## config.mk

```make
export PLATFORM = sky130hd
export DESIGN_NAME = gas_cell_safety_interlock
export DESIGN_NICKNAME = d
export VERILOG_FILES = /design/src/sv/gcsi_pkg.sv /design/src/sv/gas_cell_safety_interlock.sv /design/src/sv/gcsi_fifo.sv /design/src/sv/gcsi_front.sv /design/src/sv/gcsi_back.sv
export SDC_FILE = /design/constraint.sdc
export NUM_CORES = 1
export LEC_CHECK = 0
export BUFFER_PORTS_ARGS = -buffer_cell sky130_fd_sc_hd__buf_2
export CORE_ASPECT_RATIO = 1.2
export CORE_MARGIN = 8
export CORE_UTILIZATION = 60
export CTS_CLUSTER_DIAMETER = 100
export CTS_CLUSTER_SIZE = 10
export DETAILED_ROUTE_END_ITERATION = 8
export PLACE_DENSITY = 0.87
export SETUP_SLACK_MARGIN = 0.3
export SLEW_MARGIN = 40
export SYNTH_ARGS = -nofsm -noshare
export SYNTH_HDL_FRONTEND = slang
export SYNTH_HIERARCHICAL = 1
export SYNTH_SLANG_ARGS = --single-unit
export TNS_END_PERCENT = 1
```

## constraint.sdc

```tcl
create_clock -name clk -period 4.6 [get_ports clk]
set_input_delay 0.69 -clock clk [delete_from_list [all_inputs] [get_ports clk]]
set_output_delay 0.69 -clock clk [all_outputs]
set_load 0.05 [all_outputs]
```

## src/sv/gcsi_pkg.sv

```systemverilog
// ---------------------------------------------------------------------------
// Gas cell safety interlock package
// Shared item types, register indexes, frame header bytes and reset values.
// ---------------------------------------------------------------------------
package gcsi_pkg;

	// One input beat: a link byte with the pressure and power sense that
	// go with it.
	typedef struct packed {
		logic [7:0] rx_byte;
		logic [7:0] pressure_bar;
		logic       power_feedback;
	} in_item_t;

	// One result beat.
	typedef struct packed {
		logic        command_issued;
		logic        power_level;
		logic        frame_valid;
		logic [15:0] concentration_out;
		logic [15:0] flow_out;
		logic [15:0] temperature_out;
	} result_t;

	// A parsed beat handed from the front to the back.
	typedef struct packed {
		logic        complete;
		logic [15:0] concentration;
		logic [15:0] flow;
		logic [15:0] temperature;
		logic [7:0]  pressure_bar;
		logic        power_feedback;
	} parsed_t;

	// Threshold registers.
	typedef struct packed {
		logic [15:0] concentration_low_limit;
		logic [15:0] flow_high_limit;
		logic [15:0] flow_low_limit;
		logic [15:0] temperature_high_limit;
		logic [7:0]  pressure_high_limit;
	} cfg_t;

	localparam int unsigned CFG_INDEX_W = 3;
	localparam int unsigned CFG_DATA_W  = 16;

	localparam logic [CFG_INDEX_W-1:0] REG_CONC_LOW  = 3'd0;
	localparam logic [CFG_INDEX_W-1:0] REG_FLOW_HIGH = 3'd1;
	localparam logic [CFG_INDEX_W-1:0] REG_FLOW_LOW  = 3'd2;
	localparam logic [CFG_INDEX_W-1:0] REG_TEMP_HIGH = 3'd3;
	localparam logic [CFG_INDEX_W-1:0] REG_PRES_HIGH = 3'd4;

	localparam logic [15:0] CONC_LOW_RESET  = 16'd200;
	localparam logic [15:0] FLOW_HIGH_RESET = 16'd50;
	localparam logic [15:0] FLOW_LOW_RESET  = 16'd1;
	localparam logic [15:0] TEMP_HIGH_RESET = 16'd600;
	localparam logic [7:0]  PRES_HIGH_RESET = 8'd5;

	localparam logic [7:0] HDR0 = 8'h16;
	localparam logic [7:0] HDR1 = 8'h09;
	localparam logic [7:0] HDR2 = 8'h01;

	// Frame positions: 0..2 header, 3..8 payload bytes.
	localparam logic [3:0] POS_HUNT          = 4'd0;
	localparam logic [3:0] POS_HDR1          = 4'd1;
	localparam logic [3:0] POS_HDR2          = 4'd2;
	localparam logic [3:0] POS_PAYLOAD_FIRST = 4'd3;
	localparam logic [3:0] POS_FRAME_LAST    = 4'd8;

	// Payload bytes held before the last one arrives.
	localparam int unsigned HELD_BYTES = 5;

endpackage

```

## src/sv/gas_cell_safety_interlock.sv

```systemverilog
// ---------------------------------------------------------------------------
// Gas cell safety interlock
// Sensor link frame parser with threshold rules for the electrode relay.
// ---------------------------------------------------------------------------
// The block takes one beat per link byte, together with the tank pressure in
// whole bar and the electrode power sense, and returns exactly one result
// beat for each input beat, in order. It hunts for the header 16 09 01 and
// then gathers concentration, flow and temperature as big-endian 16-bit
// words; a frame with nonzero temperature is valid and runs the threshold
// rules against the previous valid frame. The pressure rule is checked on
// every beat against the last valid flow. The block takes one beat per
// clock cycle while the middle queue has room. Each beat is written into
// the queue between the parser and the rule stage, waits there while the
// rules are worked out, and is then written into the result queue, from
// which the consumer pops it at the result ports. The front end stalls
// only when the middle queue is full, and the rule stage only when the
// result queue is full, so both sides can idle or stall independently
// without loss. The user must write the threshold registers through the
// configuration port only while the block is idle; the block itself does
// not enforce this. A write to an index beyond the register list is ignored.
// ---------------------------------------------------------------------------
module gas_cell_safety_interlock #(
	parameter int unsigned MID_DEPTH = 2,
	parameter int unsigned OUT_DEPTH = 2
) (
	input  logic                                clk,
	input  logic                                arst_n,
	// Input queue side.
	input  logic                                push,
	output logic                                full,
	input  gcsi_pkg::in_item_t                  sample,
	// Result queue side.
	output logic                                empty,
	input  logic                                pop,
	output gcsi_pkg::result_t                   result,
	// Configuration write port.
	input  logic                                cfg_we,
	input  logic [gcsi_pkg::CFG_INDEX_W-1:0]    cfg_index,
	input  logic [gcsi_pkg::CFG_DATA_W-1:0]     cfg_data
);
	import gcsi_pkg::*;

	cfg_t    cfg_q;
	parsed_t parsed_front;
	parsed_t parsed_head;
	logic    mid_full;
	logic    mid_empty;
	logic    mid_pop;
	logic    accept;
	result_t result_back;
	logic    out_full;
	logic    out_push;

	// A beat is taken whenever the middle queue has room.
	assign full   = mid_full;
	assign accept = push && !mid_full;

	// Threshold registers, each written whole by its index.
	always_ff @(posedge clk or negedge arst_n) begin
		if (!arst_n) begin
			cfg_q.concentration_low_limit <= CONC_LOW_RESET;
			cfg_q.flow_high_limit         <= FLOW_HIGH_RESET;
			cfg_q.flow_low_limit          <= FLOW_LOW_RESET;
			cfg_q.temperature_high_limit  <= TEMP_HIGH_RESET;
			cfg_q.pressure_high_limit     <= PRES_HIGH_RESET;
		end else if (cfg_we) begin
			unique case (cfg_index)
				REG_CONC_LOW:  cfg_q.concentration_low_limit <= cfg_data;
				REG_FLOW_HIGH: cfg_q.flow_high_limit         <= cfg_data;
				REG_FLOW_LOW:  cfg_q.flow_low_limit          <= cfg_data;
				REG_TEMP_HIGH: cfg_q.temperature_high_limit  <= cfg_data;
				REG_PRES_HIGH: cfg_q.pressure_high_limit     <= cfg_data[7:0];
				default: begin
				end
			endcase
		end
	end

	// Front end: header search and payload gathering, one byte per beat.
	gcsi_front u_front (
		.clk    (clk),
		.arst_n (arst_n),
		.accept (accept),
		.item   (sample),
		.parsed (parsed_front)
	);

	// Middle queue decouples the parser from the rule stage.
	gcsi_fifo #(
		.WIDTH ($bits(parsed_t)),
		.DEPTH (MID_DEPTH)
	) u_mid_fifo (
		.clk       (clk),
		.arst_n    (arst_n),
		.push      (push),
		.push_data (parsed_front),
		.full      (mid_full),
		.pop       (mid_pop),
		.head      (parsed_head),
		.empty     (mid_empty)
	);

	// Back end: deltas, threshold rules and the pressure check.
	gcsi_back u_back (
		.clk          (clk),
		.arst_n       (arst_n),
		.cfg          (cfg_q),
		.parsed       (parsed_head),
		.parsed_empty (mid_empty),
		.parsed_pop   (mid_pop),
		.result_full  (out_full),
		.result_push  (out_push),
		.result       (result_back)
	);

	// Result queue holds finished beats until the consumer pops them.
	gcsi_fifo #(
		.WIDTH ($bits(result_t)),
		.DEPTH (OUT_DEPTH)
	) u_out_fifo (
		.clk       (clk),
		.arst_n    (arst_n),
		.push      (out_push),
		.push_data (result_back),
		.full      (out_full),
		.pop       (pop),
		.head      (result),
		.empty     (empty)
	);

endmodule

```

## src/sv/gcsi_fifo.sv

```systemverilog
// ---------------------------------------------------------------------------
// Gas cell safety interlock queue
// Small first-in first-out buffer of register entries with count tracking.
// ---------------------------------------------------------------------------
module gcsi_fifo #(
	parameter int unsigned WIDTH = 8,
	parameter int unsigned DEPTH = 2
) (
	input  logic             clk,
	input  logic             arst_n,
	input  logic             push,
	input  logic [WIDTH-1:0] push_data,
	output logic             full,
	input  logic             pop,
	output logic [WIDTH-1:0] head,
	output logic             empty
);
	localparam int unsigned AW = (DEPTH > 1) ? $clog2(DEPTH) : 1;
	localparam int unsigned CW = $clog2(DEPTH + 1);

	logic [WIDTH-1:0] mem_q [DEPTH];
	logic [AW-1:0]    wr_ptr_q;
	logic [AW-1:0]    rd_ptr_q;
	logic [CW-1:0]    count_q;
	logic             do_push;
	logic             do_pop;

	assign full    = (count_q == CW'(DEPTH));
	assign empty   = (count_q == '0);
	assign do_push = push && !full;
	assign do_pop  = pop && !empty;
	assign head    = mem_q[rd_ptr_q];

	always_ff @(posedge clk) begin
		if (do_push) begin
			mem_q[wr_ptr_q] <= push_data;
		end
	end

	always_ff @(posedge clk or negedge arst_n) begin
		if (!arst_n) begin
			wr_ptr_q <= '0;
			rd_ptr_q <= '0;
			count_q  <= '0;
		end else begin
			if (do_push) begin
				wr_ptr_q <= (wr_ptr_q == AW'(DEPTH - 1)) ? '0 : wr_ptr_q + 1'b1;
			end
			if (do_pop) begin
				rd_ptr_q <= (rd_ptr_q == AW'(DEPTH - 1)) ? '0 : rd_ptr_q + 1'b1;
			end
			if (do_push && !do_pop) begin
				count_q <= count_q + 1'b1;
			end else if (do_pop && !do_push) begin
				count_q <= count_q - 1'b1;
			end
		end
	end

endmodule

```

## src/sv/gcsi_front.sv

```systemverilog
// ---------------------------------------------------------------------------
// Gas cell safety interlock front end
// Hunts for the frame header and gathers the six payload bytes.
// ---------------------------------------------------------------------------
module gcsi_front (
	input  logic               clk,
	input  logic               arst_n,
	input  logic               accept,
	input  gcsi_pkg::in_item_t item,
	output gcsi_pkg::parsed_t  parsed
);
	import gcsi_pkg::*;

	logic [3:0] pos_q;
	logic [3:0] pos_next;
	logic [7:0] held_q [HELD_BYTES];
	logic [3:0] held_offset;
	logic       in_payload;
	logic       at_last;

	assign in_payload  = (pos_q >= POS_PAYLOAD_FIRST) && (pos_q < POS_FRAME_LAST);
	assign at_last     = (pos_q == POS_FRAME_LAST);
	assign held_offset = pos_q - POS_PAYLOAD_FIRST;

	// A mismatch inside the header restarts at position one when the byte
	// could itself open a new header.
	always_comb begin
		priority if (pos_q == POS_HUNT) begin
			pos_next = (item.rx_byte == HDR0) ? POS_HDR1 : POS_HUNT;
		end else if (pos_q == POS_HDR1) begin
			pos_next = (item.rx_byte == HDR1) ? POS_HDR2 :
				((item.rx_byte == HDR0) ? POS_HDR1 : POS_HUNT);
		end else if (pos_q == POS_HDR2) begin
			pos_next = (item.rx_byte == HDR2) ? POS_PAYLOAD_FIRST :
				((item.rx_byte == HDR0) ? POS_HDR1 : POS_HUNT);
		end else if (in_payload) begin
			pos_next = pos_q + 4'd1;
		end else begin
			pos_next = POS_HUNT;
		end
	end

	always_ff @(posedge clk or negedge arst_n) begin
		if (!arst_n) begin
			pos_q <= POS_HUNT;
		end else if (accept) begin
			pos_q <= pos_next;
		end
	end

	always_ff @(posedge clk) begin
		if (accept && in_payload) begin
			held_q[held_offset[2:0]] <= item.rx_byte;
		end
	end

	always_comb begin
		parsed.complete       = at_last;
		parsed.concentration  = {held_q[0], held_q[1]};
		parsed.flow           = {held_q[2], held_q[3]};
		parsed.temperature    = {held_q[4], item.rx_byte};
		parsed.pressure_bar   = item.pressure_bar;
		parsed.power_feedback = item.power_feedback;
	end

endmodule

```

## src/sv/gcsi_back.sv

```systemverilog
// ---------------------------------------------------------------------------
// Gas cell safety interlock back end
// Applies the threshold rules to parsed beats and builds the results.
// ---------------------------------------------------------------------------
module gcsi_back (
	input  logic              clk,
	input  logic              arst_n,
	input  gcsi_pkg::cfg_t    cfg,
	input  gcsi_pkg::parsed_t parsed,
	input  logic              parsed_empty,
	output logic              parsed_pop,
	input  logic              result_full,
	output logic              result_push,
	output gcsi_pkg::result_t result
);
	import gcsi_pkg::*;

	logic [15:0] prev_conc_q;
	logic [15:0] prev_flow_q;
	logic [15:0] prev_temp_q;
	logic        fire;
	logic        valid;
	logic [15:0] conc_delta;
	logic [15:0] flow_delta;
	logic [15:0] flow_now;
	logic        power;
	logic        cmd;

	assign fire        = !parsed_empty && !result_full;
	assign parsed_pop  = fire;
	assign result_push = fire;

	assign valid      = parsed.complete && (parsed.temperature != 16'd0);
	assign conc_delta = parsed.concentration - prev_conc_q;
	assign flow_delta = parsed.flow - prev_flow_q;
	// The last valid flow is this frame's flow when it is valid, else the stored flow of the previous valid frame.
	assign flow_now   = valid ? parsed.flow : prev_flow_q;

	always_comb begin
		power = parsed.power_feedback;
		cmd   = 1'b0;
		if (valid) begin
			if ((parsed.concentration < cfg.concentration_low_limit) && conc_delta[15]
				&& power) begin
				power = 1'b0;
				cmd   = 1'b1;
			end
			if (parsed.flow > cfg.flow_high_limit) begin
				if (power) begin
					power = 1'b0;
					cmd   = 1'b1;
				end
			end else if (parsed.flow < cfg.flow_low_limit) begin
				if (flow_delta[15] && !power) begin
					power = 1'b1;
					cmd   = 1'b1;
				end
			end
			if (parsed.temperature > cfg.temperature_high_limit) begin
				power = 1'b0;
				cmd   = 1'b1;
			end
		end
		if ((parsed.pressure_bar > cfg.pressure_high_limit) && (flow_now != 16'd0)) begin
			power = 1'b0;
			cmd   = 1'b1;
		end
	end

	always_ff @(posedge clk or negedge arst_n) begin
		if (!arst_n) begin
			prev_conc_q <= '0;
			prev_flow_q <= '0;
			prev_temp_q <= '0;
		end else if (fire && valid) begin
			prev_conc_q <= parsed.concentration;
			prev_flow_q <= parsed.flow;
			prev_temp_q <= parsed.temperature;
		end
	end

	always_comb begin
		result.command_issued    = cmd;
		result.power_level       = power;
		result.frame_valid       = valid;
		result.concentration_out = valid ? parsed.concentration : prev_conc_q;
		result.flow_out          = flow_now;
		result.temperature_out   = valid ? parsed.temperature : prev_temp_q;
	end

	// A valid frame always reports a nonzero temperature.
	a_valid_temp: assert property (@(posedge clk) disable iff (!arst_n)
		(result_push && result.frame_valid) |-> (result.temperature_out != 16'd0))
		else $error("valid frame with zero temperature");

	// Without a command the relay level follows the sensed power.
	a_no_cmd_level: assert property (@(posedge clk) disable iff (!arst_n)
		(result_push && !result.command_issued)
		|-> (result.power_level == parsed.power_feedback))
		else $error("power level changed without a command");

	// High pressure with flow present always ends with the power off.
	a_pressure_off: assert property (@(posedge clk) disable iff (!arst_n)
		(result_push && (parsed.pressure_bar > cfg.pressure_high_limit)
		&& (result.flow_out != 16'd0)) |-> (!result.power_level && result.command_issued))
		else $error("pressure rule did not switch power off");

	// Stored readings move only on a valid frame.
	a_prev_hold: assert property (@(posedge clk) disable iff (!arst_n)
		!(fire && valid) |=> $stable(prev_flow_q) && $stable(prev_conc_q))
		else $error("stored readings moved without a valid frame");

endmodule
```

# Word-level counts from Yosys, hierarchy flattened
# Memory sizes are Yosys's and may differ from the RTL's.
# Cells that the tools add are included.
# word_totals
register_bits	132
ramBits	258
in_bits	41
word_cells	128
n_memories	3
# op_classes
n_addsub	12
magnitude_cmp	7
eq_ne	12
mux	40
reduce_logical	39
# mem_list
memory	words	word_bits	read_ports	rd_ports_with_merged_regs	write_ports	line	rtl
u_mid_fifo.mem_q	2	58	1	0	1	gcsi_fifo.sv:21	logic [WIDTH-1:0] mem_q [DEPTH];
u_out_fifo.mem_q	2	51	1	0	1	gcsi_fifo.sv:21	
u_front.held_q	5	8	5	0	1	gcsi_front.sv:16	logic [7:0] held_q [HELD_BYTES];
# ops
operator	count
2-to-1 mux 16 bit	3
greater-than comparator 16 bit	2
less-than comparator 16 bit	2
nonzero test 16 bit	2
subtractor 16 bit	2
2-to-1 mux 1 bit	27
2-to-1 mux 4 bit	6
logical AND 1 bit	17
AND reduction 2 bit	5
logical NOT 1 bit	9
equality test 8 x 1 -> 1 bit, second input constant	1
equality test 8 x 4 -> 1 bit, second input constant	1
equality test 8 x 5 -> 1 bit, second input constant	1
greater-than comparator 8 bit	1
2-to-1 mux 2 bit	4
equality test 3 x 2 -> 1 bit, second input constant	2
adder 1 bit, second input constant	4
adder 2 x 1 -> 2 bit, second input constant	2
adder 4 x 1 -> 4 bit, second input constant	1
equality test 2 bit, second input constant	2
equality test 4 x 1 -> 1 bit, second input constant	1
equality test 4 x 2 -> 1 bit, second input constant	1
equality test 4 bit, second input constant	1
>= comparator 4 x 2 -> 1 bit, second input constant	1
9 further kinds	12

# Depth between registers and ports, before layout
# Gate-level depths: netlist (run 1).
# An unclocked memory read counts as a cell.
# logic_depth
ltp_word	14
mapped_depth	15
depth_no_buf	11

# Modules after synthesis
# Netlist (run 1), hierarchy kept.
# modules_own_cells
mod	n_inst	cells_per_inst	area_each_um2	seq_area_each_um2
gcsi_back	1	569	4996.0	1201.2
gcsi_fifo (u_mid_fifo)	1	200	4428.0	3583.4
gcsi_fifo (u_out_fifo)	1	178	4129.0	3163.0
gas_cell_safety_interlock	1	157	2870.3	1818.0
gcsi_front	1	116	1786.7	1301.2

# Worst setup path before layout (run 1)
# OpenSTA, ideal clock, no wires.
# synth_timing
path_kind	input port to flip-flop
from	input port push
to	memory u_mid_fifo/mem_q[0][0] (netlist name), enable pin
setup_ps	474
arrival_time_ps	3207
path_slack_ps	919
cell_stages	2
path_buffers	0
path_cell_list	nand2_1 -> nor2_1
# synth_between
elab_chain_cells	3
# synth_lines
item	line	rtl
from (decl)	gas_cell_safety_interlock.sv:29	input logic push,
logical AND 1 bit	gcsi_fifo.sv:30	assign do_push = push && !full;
2-to-1 mux 1 bit	gcsi_fifo.sv:35	if (do_push) begin
2-to-1 mux 1 bit (implied by the code)	gcsi_fifo.sv:36	mem_q[wr_ptr_q] <= push_data;
to (decl)	gcsi_fifo.sv:21	
# No other way between the ends.

==> impl_metrics.prom, run 1 <==
# TYPE chip_impl_metric gauge
chip_impl_info{name="run_status",value="complete, no violations"} 1
chip_impl_info{name="cpMaxStageDelayCell",value="sky130_fd_sc_hd__dfrtp_2"} 1
chip_impl_metric{name="final_nets",unit=""} 1462
chip_impl_metric{name="flow.area_growth_from_synthesis",unit="%"} 10.9
chip_impl_metric{name="timing_hold_violations_final",unit=""} 0
chip_impl_metric{name="critical_path_buf_inv_count",unit=""} 1
chip_impl_metric{name="cts_hold_repair.buffers",unit=""} 0
chip_impl_info{name="highest_layer",value="met4"} 1
chip_impl_metric{name="longest_individual_stage_delay_on_the_worst_path",unit="ns"} 0.76
chip_impl_metric{name="io_pins",unit=""} 94
chip_impl_metric{name="synth.top_cell.area_share",unit=""} 0.425
chip_impl_metric{name="end_of_flow_core_utilization",unit=""} 0.668
chip_impl_metric{name="setup_clock_skew_after_layout",unit="ns"} 0.0108
chip_impl_metric{name="fin_ws",unit="ns"} 0.799
chip_impl_info{name="ys_dominant_reg_cell",value="sky130_fd_sc_hd__edfxtp_1"} 1
chip_impl_metric{name="post_drt_via_cell_ratio",unit=""} 5.90
chip_impl_metric{name="syn_avg_cell_area",unit="um^2"} 14.9
chip_impl_metric{name="remaining_drc_errors",unit=""} 0
chip_impl_metric{name="post_placement_setup_slack",unit="ns"} 0.865
chip_impl_info{name="grt_setup_unrepaired",value="false"} 1
chip_impl_metric{name="timing.final.crit_share",unit=""} 0.826
chip_impl_metric{name="layout-drive-gt1-share",unit=""} 0.325
chip_impl_metric{name="clk_transition_reported_paths",unit="ns"} 0.05
chip_impl_metric{name="totalPowerFinal",unit="mW"} 16.1
chip_impl_info{name="holdCritPathClass",value="input port to async pin"} 1
chip_impl_metric{name="power-per-cell-area",unit="nW/um^2"} 796
chip_impl_metric{name="drtAntennaViolNets",unit=""} 0
chip_impl_metric{name="length_of_the_first_detailed_routing_pass_in_iterations",unit=""} 5
chip_impl_metric{name="floorplan.initialDensity",unit=""} 0.603
chip_impl_metric{name="grt_first_pass_wirelength",unit="mm"} 59.9
chip_impl_metric{name="detailroute.wirelength.met3",unit="mm"} 1.99
chip_impl_info{name="capturing_element_type_of_the_critical_path",value="flip-flop"} 1
chip_impl_metric{name="grt.total_usage",unit=""} 0.211
chip_impl_metric{name="netlist_instances",unit=""} 1220
chip_impl_info{name="synthDominantAreaCellType",value="sky130_fd_sc_hd__edfxtp_1"} 1
chip_impl_info{name="synth_most_common_cell",value="sky130_fd_sc_hd__edfxtp_1"} 1
chip_impl_metric{name="worstMarginPinSlew",unit="ns"} 0.817
chip_impl_metric{name="die-area",unit="um^2"} 36200
chip_impl_metric{name="crit_required",unit="ns"} 4.84
chip_impl_metric{name="holdWs",unit="ns"} 0.164
chip_impl_metric{name="antenna-diode-count",unit=""} 0
chip_impl_metric{name="wirelength",unit="mm"} 38.1
chip_impl_info{name="timing_worst_setup_path_type",value="flip-flop to flip-flop"} 1
chip_impl_info{name="main_combinational_cell_family_by_area_after_synthesis",value="multiplexers"} 1
chip_impl_metric{name="finalMaxSlewViolations",unit=""} 0
chip_impl_metric{name="yosys.area_share.xor_xnor",unit=""} 0.00625
chip_impl_metric{name="post_cts_buffers",unit=""} 0
chip_impl_metric{name="clk_latency",unit="ns"} 0.54
chip_impl_metric{name="power.combinational.fraction",unit=""} 0.435
chip_impl_metric{name="ys_seq_area_frac",unit=""} 0.608
chip_impl_metric{name="area_fraction_in_compound_gates_after_synthesis",unit=""} 0.0493
chip_impl_metric{name="design.core.area",unit="um^2"} 30200
chip_impl_metric{name="ys_types",unit=""} 68
chip_impl_metric{name="totalNegativeSetupSlack",unit="ns"} 0
chip_impl_metric{name="cts_made_buffers",unit=""} 44
chip_impl_metric{name="via_count_of_the_first_global_routing_pass",unit=""} 10800
chip_impl_metric{name="power_switching_share",unit=""} 0.384
chip_impl_metric{name="dr_total_vias",unit=""} 10300
chip_impl_metric{name="synth.mux.area_fraction",unit=""} 0.169
chip_impl_metric{name="power.share.clock",unit=""} 0.196
chip_impl_info{name="critical_path.reg2reg.endpoint",value="u_out_fifo/mem_q[1][50]"} 1
chip_impl_metric{name="dr.first_iter.drc_count",unit=""} 795
chip_impl_metric{name="initial_antenna_violation_count",unit=""} 0
chip_impl_metric{name="finish.cell_count_without_fillers",unit=""} 1749
chip_impl_info{name="ctsRootBufferMaster",value="sky130_fd_sc_hd__clkbuf_16"} 1
chip_impl_info{name="cts_tree",value="done"} 1
chip_impl_metric{name="numClockSinks",unit=""} 390
chip_impl_metric{name="detail_routed_net_length_per_standard_cell",unit="um"} 21.8
chip_impl_metric{name="power.leakage",unit="nW"} 8.26
chip_impl_metric{name="synth_seq_cells",unit=""} 390
chip_impl_metric{name="relSlewSlack",unit=""} 0.453
chip_impl_metric{name="yosysWarningCount",unit=""} 6
chip_impl_info{name="critical_path.top_delay_family",value="compound AO/OA/AOI/OAI gates"} 1
chip_impl_metric{name="max_cap_violations",unit=""} 0
chip_impl_metric{name="final.min_clock_period",unit="ns"} 3.80
chip_impl_metric{name="cell_internal_pwr",unit="mW"} 9.91
chip_impl_metric{name="reg2regPathDepth",unit=""} 11
chip_impl_metric{name="grt.overflow.total",unit=""} 0
chip_impl_metric{name="setup_viol",unit=""} 0
chip_impl_metric{name="synth_enable_flop_cells",unit=""} 258
chip_impl_metric{name="max_freq",unit="GHz"} 0.263
chip_impl_metric{name="dp_cells",unit=""} 1665
chip_impl_info{name="synthTopCellsByCount",value="sky130_fd_sc_hd__edfxtp_1 (258), sky130_fd_sc_hd__mux2_2 (167), sky130_fd_sc_hd__dfrtp_1 (119)"} 1
chip_impl_metric{name="ff2ff_setup_slack",unit="ns"} 0.80
chip_impl_metric{name="async_reset_ff_frac",unit=""} 0.338
chip_impl_metric{name="worst_ir_drop_vdd",unit="uV"} 603
chip_impl_metric{name="post_synth_fa_ha_maj_area_fraction",unit=""} 0.0715
chip_impl_metric{name="fin_area",unit="um^2"} 20200
chip_impl_metric{name="gpl.final_weighted_congestion",unit=""} 0.890
chip_impl_metric{name="critical_path.max_fanout",unit=""} 26
chip_impl_info{name="worst_r2r_startpoint",value="u_mid_fifo/rd_ptr_q"} 1
chip_impl_metric{name="synth_fp_nets",unit=""} 1365
chip_impl_info{name="critPathLaunchType",value="flip-flop"} 1
chip_impl_metric{name="cts.repair.resized",unit=""} 0
chip_impl_info{name="synth_area_leaders",value="sky130_fd_sc_hd__edfxtp_1 (43%), sky130_fd_sc_hd__dfrtp_1 (16%), sky130_fd_sc_hd__mux2_2 (10%), sky130_fd_sc_hd__ha_1 (7.1%), sky130_fd_sc_hd__mux2_4 (6.5%)"} 1
chip_impl_metric{name="clock_tree.htree_level_count",unit=""} 2
chip_impl_metric{name="simple_gate_area_share_of_the_yosys_netlist",unit=""} 0.0469
chip_impl_metric{name="placedInstanceArea",unit="um^2"} 18900
chip_impl_metric{name="die_h",unit="um"} 207
chip_impl_metric{name="largest_net_degree_at_the_start_of_global_routing",unit=""} 67
chip_impl_metric{name="power_switching",unit="mW"} 6.17
chip_impl_metric{name="die_w",unit="um"} 175
chip_impl_metric{name="met1Wirelength",unit="mm"} 15.6
chip_impl_metric{name="synth_area",unit="um^2"} 18200
chip_impl_metric{name="power_frac_seq",unit=""} 0.369
chip_impl_info{name="crit_path_cell_trace",value="buf_4 > mux2_2 > ha_1 > nor2b_1 > o211ai_1 > a21oi_1 > o311ai_0 > a2bb2oi_1 > o21ai_0 > o41a_1 > o221ai_1"} 1
chip_impl_metric{name="rows",unit=""} 70
chip_impl_metric{name="port_buffers",unit=""} 93
chip_impl_metric{name="data_arrival_at_the_endpoint_of_the_critical_path",unit="ns"} 4.04
chip_impl_metric{name="met2WireLength",unit="mm"} 18.9
chip_impl_metric{name="ctsLongestPathBuffers",unit=""} 3
chip_impl_metric{name="detailed_place_hpwl",unit="mm"} 26.5
## sequential cells by signal (all words and copies together), names as in the netlist
name / count
u_mid_fifo/mem_q: 116
u_out_fifo/mem_q: 102
u_back/prev_conc_q: 16
u_front/held_q: 40
u_out_fifo/wr_ptr_q: 1
u_mid_fifo/rd_ptr_q: 1
u_front/pos_q: 4
u_out_fifo/rd_ptr_q: 1
u_back/prev_temp_q: 16
u_mid_fifo/wr_ptr_q: 1
cfg_q: 72
u_out_fifo/count_q: 2
u_mid_fifo/count_q: 2
u_back/prev_flow_q: 16
## final cells by class
class | count | area, um^2
timing repair buffer | 109 | 629
multi-input combinational | 662 | 6290
sequential | 390 | 11100
fill | 1949 | 10000
tap | 396 | 495
inverter | 110 | 413
clock buffer | 81 | 1280
clock inverter | 1 | 16.3
## power groups by stage
| stage | Combinational (mW) | Sequential, mW | Clock [mW] |
|---|---|---|---|
| 3_3_place_gp | 6.61 | 5.91 | 0 |
| 3_5_place_dp | 6.87 | 5.99 | 0 |
| 5_1_grt | 7.49 | 6.07 | 3.33 |
| 2_1_floorplan | 5.53 | 5.78 | 0 |
| 4_1_cts | 6.94 | 5.94 | 3.19 |
| 6_report | 6.99 | 5.94 | 3.15 |
## cell families after synthesis
logic type / after synthesis
XOR/XNOR: 13
multiplexers: 247
buffers and inverters: 168
AND/OR/NAND/NOR: 160
AO/OA/AOI/OAI: 138
flip-flops: 390
adder cells (fa/ha/maj): 104
## layout by cell type, fill, tap and decap left out, types with 10 or more instances in the layout
cell type | netlist | final
sky130_fd_sc_hd__nand2_1 | 56 | 55
sky130_fd_sc_hd__mux2_2 | 167 | 167
sky130_fd_sc_hd__o21ai_0 | 46 | 46
sky130_fd_sc_hd__a21o_1 | 11 | 11
sky130_fd_sc_hd__a21oi_1 | 38 | 38
sky130_fd_sc_hd__nand3_1 | 10 | 10
sky130_fd_sc_hd__buf_2 | 10 | 92
sky130_fd_sc_hd__nand4_1 | 14 | 14
sky130_fd_sc_hd__buf_4 | 23 | 13
sky130_fd_sc_hd__nor4_1 | 15 | 15
sky130_fd_sc_hd__mux2_4 | 79 | 79
sky130_fd_sc_hd__inv_1 | 110 | 110
sky130_fd_sc_hd__clkbuf_16 | 0 | 47
sky130_fd_sc_hd__nor2_1 | 29 | 27
sky130_fd_sc_hd__dfrtp_1 | 119 | 117
sky130_fd_sc_hd__edfxtp_1 | 258 | 258
sky130_fd_sc_hd__dfstp_2 | 13 | 13
sky130_fd_sc_hd__clkbuf_1 | 10 | 35
sky130_fd_sc_hd__ha_1 | 104 | 104
## worst max-delay path by stage
| stage | cells past startpoint | startpoint | slack (ns) | endpoint |
|---|---|---|---|---|
| 4_1_cts | 11 | u_mid_fifo/rd_ptr_q | 0.83 | u_out_fifo/mem_q[1][50] |
| 3_5_place_dp | 11 | u_mid_fifo/rd_ptr_q | 0.86 | u_out_fifo/mem_q[1][50] |
| 2_1_floorplan | 2 | push | 0.92 | u_mid_fifo/mem_q[0][0] |
| 3_3_place_gp | 11 | u_mid_fifo/rd_ptr_q | 0.97 | u_out_fifo/mem_q[0][50] |
| 5_1_grt | 11 | u_mid_fifo/rd_ptr_q | 0.65 | u_out_fifo/mem_q[0][50] |
| 6_report | 11 | u_mid_fifo/rd_ptr_q | 0.80 | u_out_fifo/mem_q[1][50] |
## worst reg2reg max path, delay by kind of cell (launching register included)
family	cells	cell delay [ns]
buffers and inverters	1	0.47
adders and majority gates	1	0.33
AOI/OAI and AO/OA	7	1.35
DFF	1	0.76
muxes	1	0.46
and+or+nand+nor	1	0.14
## layer usage
metal	up-vias	GRT usage
met4	0	0.0943
li1	4662	-
met1	5216	0.264
met3	92	0.0318
met5	-	0
met2	347	0.362
No activity file was read; power rests on OpenSTA's default activity.
==> run 2, diff against run 1 <==
clock period = 3.5 ns   (was 4.6 ns; I/O delays follow)
==> run 2 against run 1 <==
The run now ends with hold timing left; cell area rose by 2.8%; critical path depth rose by 1; global-route usage up 2.0 points; clock power up 33%; worst setup slack worse by 0.57 ns; sequential power up 33%; hold slack got worse by 0.20 ns; via count grew 3.7%.
==> impl_metrics.prom, run 2 (same netlist as run 1, synthesis figures left out) <==
# TYPE chip_impl_metric gauge
chip_impl_metric{name="data_arrival_at_the_endpoint_of_the_critical_path",unit="ns"} 3.53
chip_impl_metric{name="clk_transition_reported_paths",unit="ns"} 0.05
chip_impl_info{name="run_status",value="finished, violations left"} 1
chip_impl_metric{name="totalNegativeSetupSlack",unit="ns"} 0
chip_impl_metric{name="grt.total_usage",unit=""} 0.231
chip_impl_info{name="most_common_library_cell_in_the_layout_ignoring_fill_and_taps",value="sky130_fd_sc_hd__edfxtp_1"} 1
chip_impl_metric{name="antenna-diode-count",unit=""} 0
chip_impl_metric{name="dr_total_vias",unit=""} 10700
chip_impl_metric{name="final_nets",unit=""} 1481
chip_impl_info{name="top_regs",value="u_mid_fifo/mem_q: 116 flops, u_out_fifo/mem_q: 102 flops, cfg_q: 72 flops"} 1
chip_impl_info{name="timing_worst_setup_path_type",value="flip-flop to flip-flop"} 1
chip_impl_metric{name="power.combinational.fraction",unit=""} 0.455
chip_impl_metric{name="rows",unit=""} 70
chip_impl_metric{name="die_w",unit="um"} 175
chip_impl_metric{name="power.leakage",unit="nW"} 8.51
chip_impl_metric{name="clock_tree.htree_level_count",unit=""} 2
chip_impl_metric{name="post_placement_setup_slack",unit="ns"} -0.135
chip_impl_metric{name="port_buffers",unit=""} 93
chip_impl_metric{name="fillerInstances",unit=""} 1854
chip_impl_metric{name="power_switching_share",unit=""} 0.390
chip_impl_info{name="holdCritPathClass",value="input port to async pin"} 1
chip_impl_metric{name="die_h",unit="um"} 207
chip_impl_metric{name="cts_made_buffers",unit=""} 44
chip_impl_metric{name="worstMarginPinSlew",unit="ns"} 0.788
chip_impl_metric{name="cell_internal_pwr",unit="mW"} 13.5
chip_impl_info{name="critPathLaunchType",value="flip-flop"} 1
chip_impl_info{name="violated_checks",value="hold timing"} 1
chip_impl_metric{name="timing.final.crit_share",unit=""} 0.935
chip_impl_metric{name="worst_ir_drop_vdd",unit="uV"} 950
chip_impl_metric{name="wirelength",unit="mm"} 42.7
chip_impl_metric{name="die-area",unit="um^2"} 36200
chip_impl_info{name="worst_r2r_startpoint",value="u_mid_fifo/rd_ptr_q"} 1
chip_impl_metric{name="length_of_the_first_detailed_routing_pass_in_iterations",unit=""} 7
chip_impl_metric{name="max_cap_violations",unit=""} 0
chip_impl_metric{name="grt_first_pass_wirelength",unit="mm"} 64.0
chip_impl_metric{name="floorplan.initialDensity",unit=""} 0.603
chip_impl_metric{name="power-per-cell-area",unit="nW/um^2"} 1070
chip_impl_metric{name="drtAntennaViolNets",unit=""} 0
chip_impl_metric{name="gpl.final_weighted_congestion",unit=""} 0.890
chip_impl_metric{name="dr.first_iter.drc_count",unit=""} 946
chip_impl_info{name="cts_tree",value="done"} 1
chip_impl_metric{name="reg2regPathDepth",unit=""} 12
chip_impl_metric{name="crit_required",unit="ns"} 3.76
chip_impl_metric{name="numClockSinks",unit=""} 390
chip_impl_metric{name="power_switching",unit="mW"} 8.65
chip_impl_metric{name="max_freq",unit="GHz"} 0.306
chip_impl_info{name="layout_common_cells",value="sky130_fd_sc_hd__edfxtp_1 (258), sky130_fd_sc_hd__mux2_2 (149), sky130_fd_sc_hd__dfrtp_1 (117), sky130_fd_sc_hd__inv_1 (110)"} 1
chip_impl_metric{name="clk_latency",unit="ns"} 0.56
chip_impl_metric{name="initial_antenna_violation_count",unit=""} 0
chip_impl_metric{name="detailed_place_hpwl",unit="mm"} 26.4
chip_impl_metric{name="finalMaxSlewViolations",unit=""} 0
chip_impl_metric{name="grt.overflow.total",unit=""} 0
chip_impl_metric{name="timing_hold_violations_final",unit=""} 14
chip_impl_metric{name="via_count_of_the_first_global_routing_pass",unit=""} 11300
chip_impl_metric{name="design.core.area",unit="um^2"} 30200
chip_impl_metric{name="power_frac_seq",unit=""} 0.356
chip_impl_metric{name="setup_clock_skew_after_layout",unit="ns"} 0.0231
chip_impl_metric{name="detail_routed_net_length_per_standard_cell",unit="um"} 24.2
chip_impl_info{name="critical_path.reg2reg.endpoint",value="u_out_fifo/mem_q[0][50]"} 1
chip_impl_metric{name="ff2ff_setup_slack",unit="ns"} 0.23
chip_impl_info{name="largest_register",value="u_mid_fifo/mem_q"} 1
chip_impl_metric{name="critical_path.max_fanout",unit=""} 11
chip_impl_metric{name="post_drt_via_cell_ratio",unit=""} 6.05
chip_impl_info{name="grt_setup_unrepaired",value="true"} 1
chip_impl_metric{name="ctsLongestPathBuffers",unit=""} 3
chip_impl_metric{name="setup_viol",unit=""} 0
chip_impl_metric{name="relSlewSlack",unit=""} 0.472
chip_impl_metric{name="fin_ws",unit="ns"} 0.229
chip_impl_metric{name="layout-drive-gt1-share",unit=""} 0.357
chip_impl_metric{name="holdWs",unit="ns"} -0.0317
chip_impl_metric{name="power.share.clock",unit=""} 0.189
chip_impl_info{name="ctsRootBufferMaster",value="sky130_fd_sc_hd__clkbuf_16"} 1
chip_impl_metric{name="final.min_clock_period",unit="ns"} 3.27
chip_impl_metric{name="largest_net_degree_at_the_start_of_global_routing",unit=""} 90
chip_impl_metric{name="io_pins",unit=""} 94
chip_impl_metric{name="remaining_drc_errors",unit=""} 0
chip_impl_metric{name="largest_reg_flops",unit=""} 116
chip_impl_info{name="capturing_element_type_of_the_critical_path",value="flip-flop"} 1
chip_impl_metric{name="flow.area_growth_from_synthesis",unit="%"} 14.0
run 2: cell count changes in the layout (fill, tap and decap cells not counted), sizes merged:
cell and change:
buf +19, bufbuf +1, clkbuf -1
run 2: worst max path at each step:
stage,startpoint,to,slack (ns),cells after the start
after floorplan,u_out_fifo/count_q[0],u_out_fifo/mem_q[0][0],-0.02,6
after global placement,u_mid_fifo/rd_ptr_q,u_out_fifo/mem_q[1][50],-0.0001,10
after global routing,u_mid_fifo/rd_ptr_q,u_out_fifo/mem_q[0][49],0.20,12
after detailed placement,u_mid_fifo/rd_ptr_q,u_out_fifo/mem_q[1][50],-0.14,9
final,u_mid_fifo/rd_ptr_q,u_out_fifo/mem_q[0][50],0.23,12
after CTS,u_mid_fifo/rd_ptr_q,u_out_fifo/mem_q[0][50],0.30,12
run 2: layout make-up:
type	count	area (um^2)	area share
flip-flops and latches	390	11100	0.533
multi-input cells	662	6570	0.316
clock buffers	81	1280	0.0618
repair buffers	128	915	0.0441
well taps	396	495	0.0239
inverters	110	413	0.0199
clock inverters	1	16.3	0.000784
run 2: stage by stage:
| stage | cell area, um^2 | total power [mW] | hold slack (ns) | std cells | utilization |
|---|---|---|---|---|---|
| 3_5_place_dp | 18900 | 17.0 | 0.429 | 1672 | 0.627 |
| 4_1_cts | 20700 | 21.8 | 0.0188 | 1768 | 0.684 |
| 6_report | 20800 | 22.2 | -0.0317 | 1768 | 0.687 |
| 5_1_grt | 20800 | 23.2 | 0.0366 | 1768 | 0.687 |
| 3_3_place_gp | 18900 | 16.6 | 0.422 | 1672 | 0.627 |
| 2_1_floorplan | 18200 | 14.9 | 0.229 | 1220 | - |
run 2: worst max-delay path, cell delays in order, from the launching register on:
cell                        delay (ns)
sky130_fd_sc_hd__dfrtp_4          0.52
sky130_fd_sc_hd__buf_4            0.16
sky130_fd_sc_hd__buf_6            0.15
sky130_fd_sc_hd__mux2_4           0.32
sky130_fd_sc_hd__ha_1             0.32
sky130_fd_sc_hd__nor2b_1          0.14
sky130_fd_sc_hd__o211ai_1         0.21
sky130_fd_sc_hd__a21oi_2          0.09
sky130_fd_sc_hd__o311ai_2         0.33
sky130_fd_sc_hd__a2bb2oi_2        0.15
sky130_fd_sc_hd__o21ai_1          0.18
sky130_fd_sc_hd__o41a_1           0.23
sky130_fd_sc_hd__o221ai_1         0.17
run 2: power groups by stage:
| stage | Combinational (mW) | Sequential, mW | Clock, mW |
|---|---|---|---|
| CTS | 9.79 | 7.84 | 4.20 |
| global placement | 8.83 | 7.78 | 0 |
| finish | 10.1 | 7.89 | 4.20 |
| global route | 10.7 | 8.02 | 4.42 |
| detailed placement | 9.12 | 7.91 | 0 |
| floorplan | 7.27 | 7.58 | 0 |
run 2: layer usage:
metal / global-route usage / share of wire / vias up
li1: - / - / 4693
met1: 0.268 / 0.37 / 5353
met2: 0.399 / 0.50 / 497
met3: 0.0378 / 0.063 / 155
met4: 0.143 / 0.058 / 0
met5: 0 / 0 / -
run 2: timing repair:
item / CTS / global route
gates cloned: 2 / 0
pin swaps: 17 / 8
resized for setup: 52 / 15
setup endpoints to repair: 4 / 4
buffers inserted: 12 / 0
hold buffers: 0 / 0
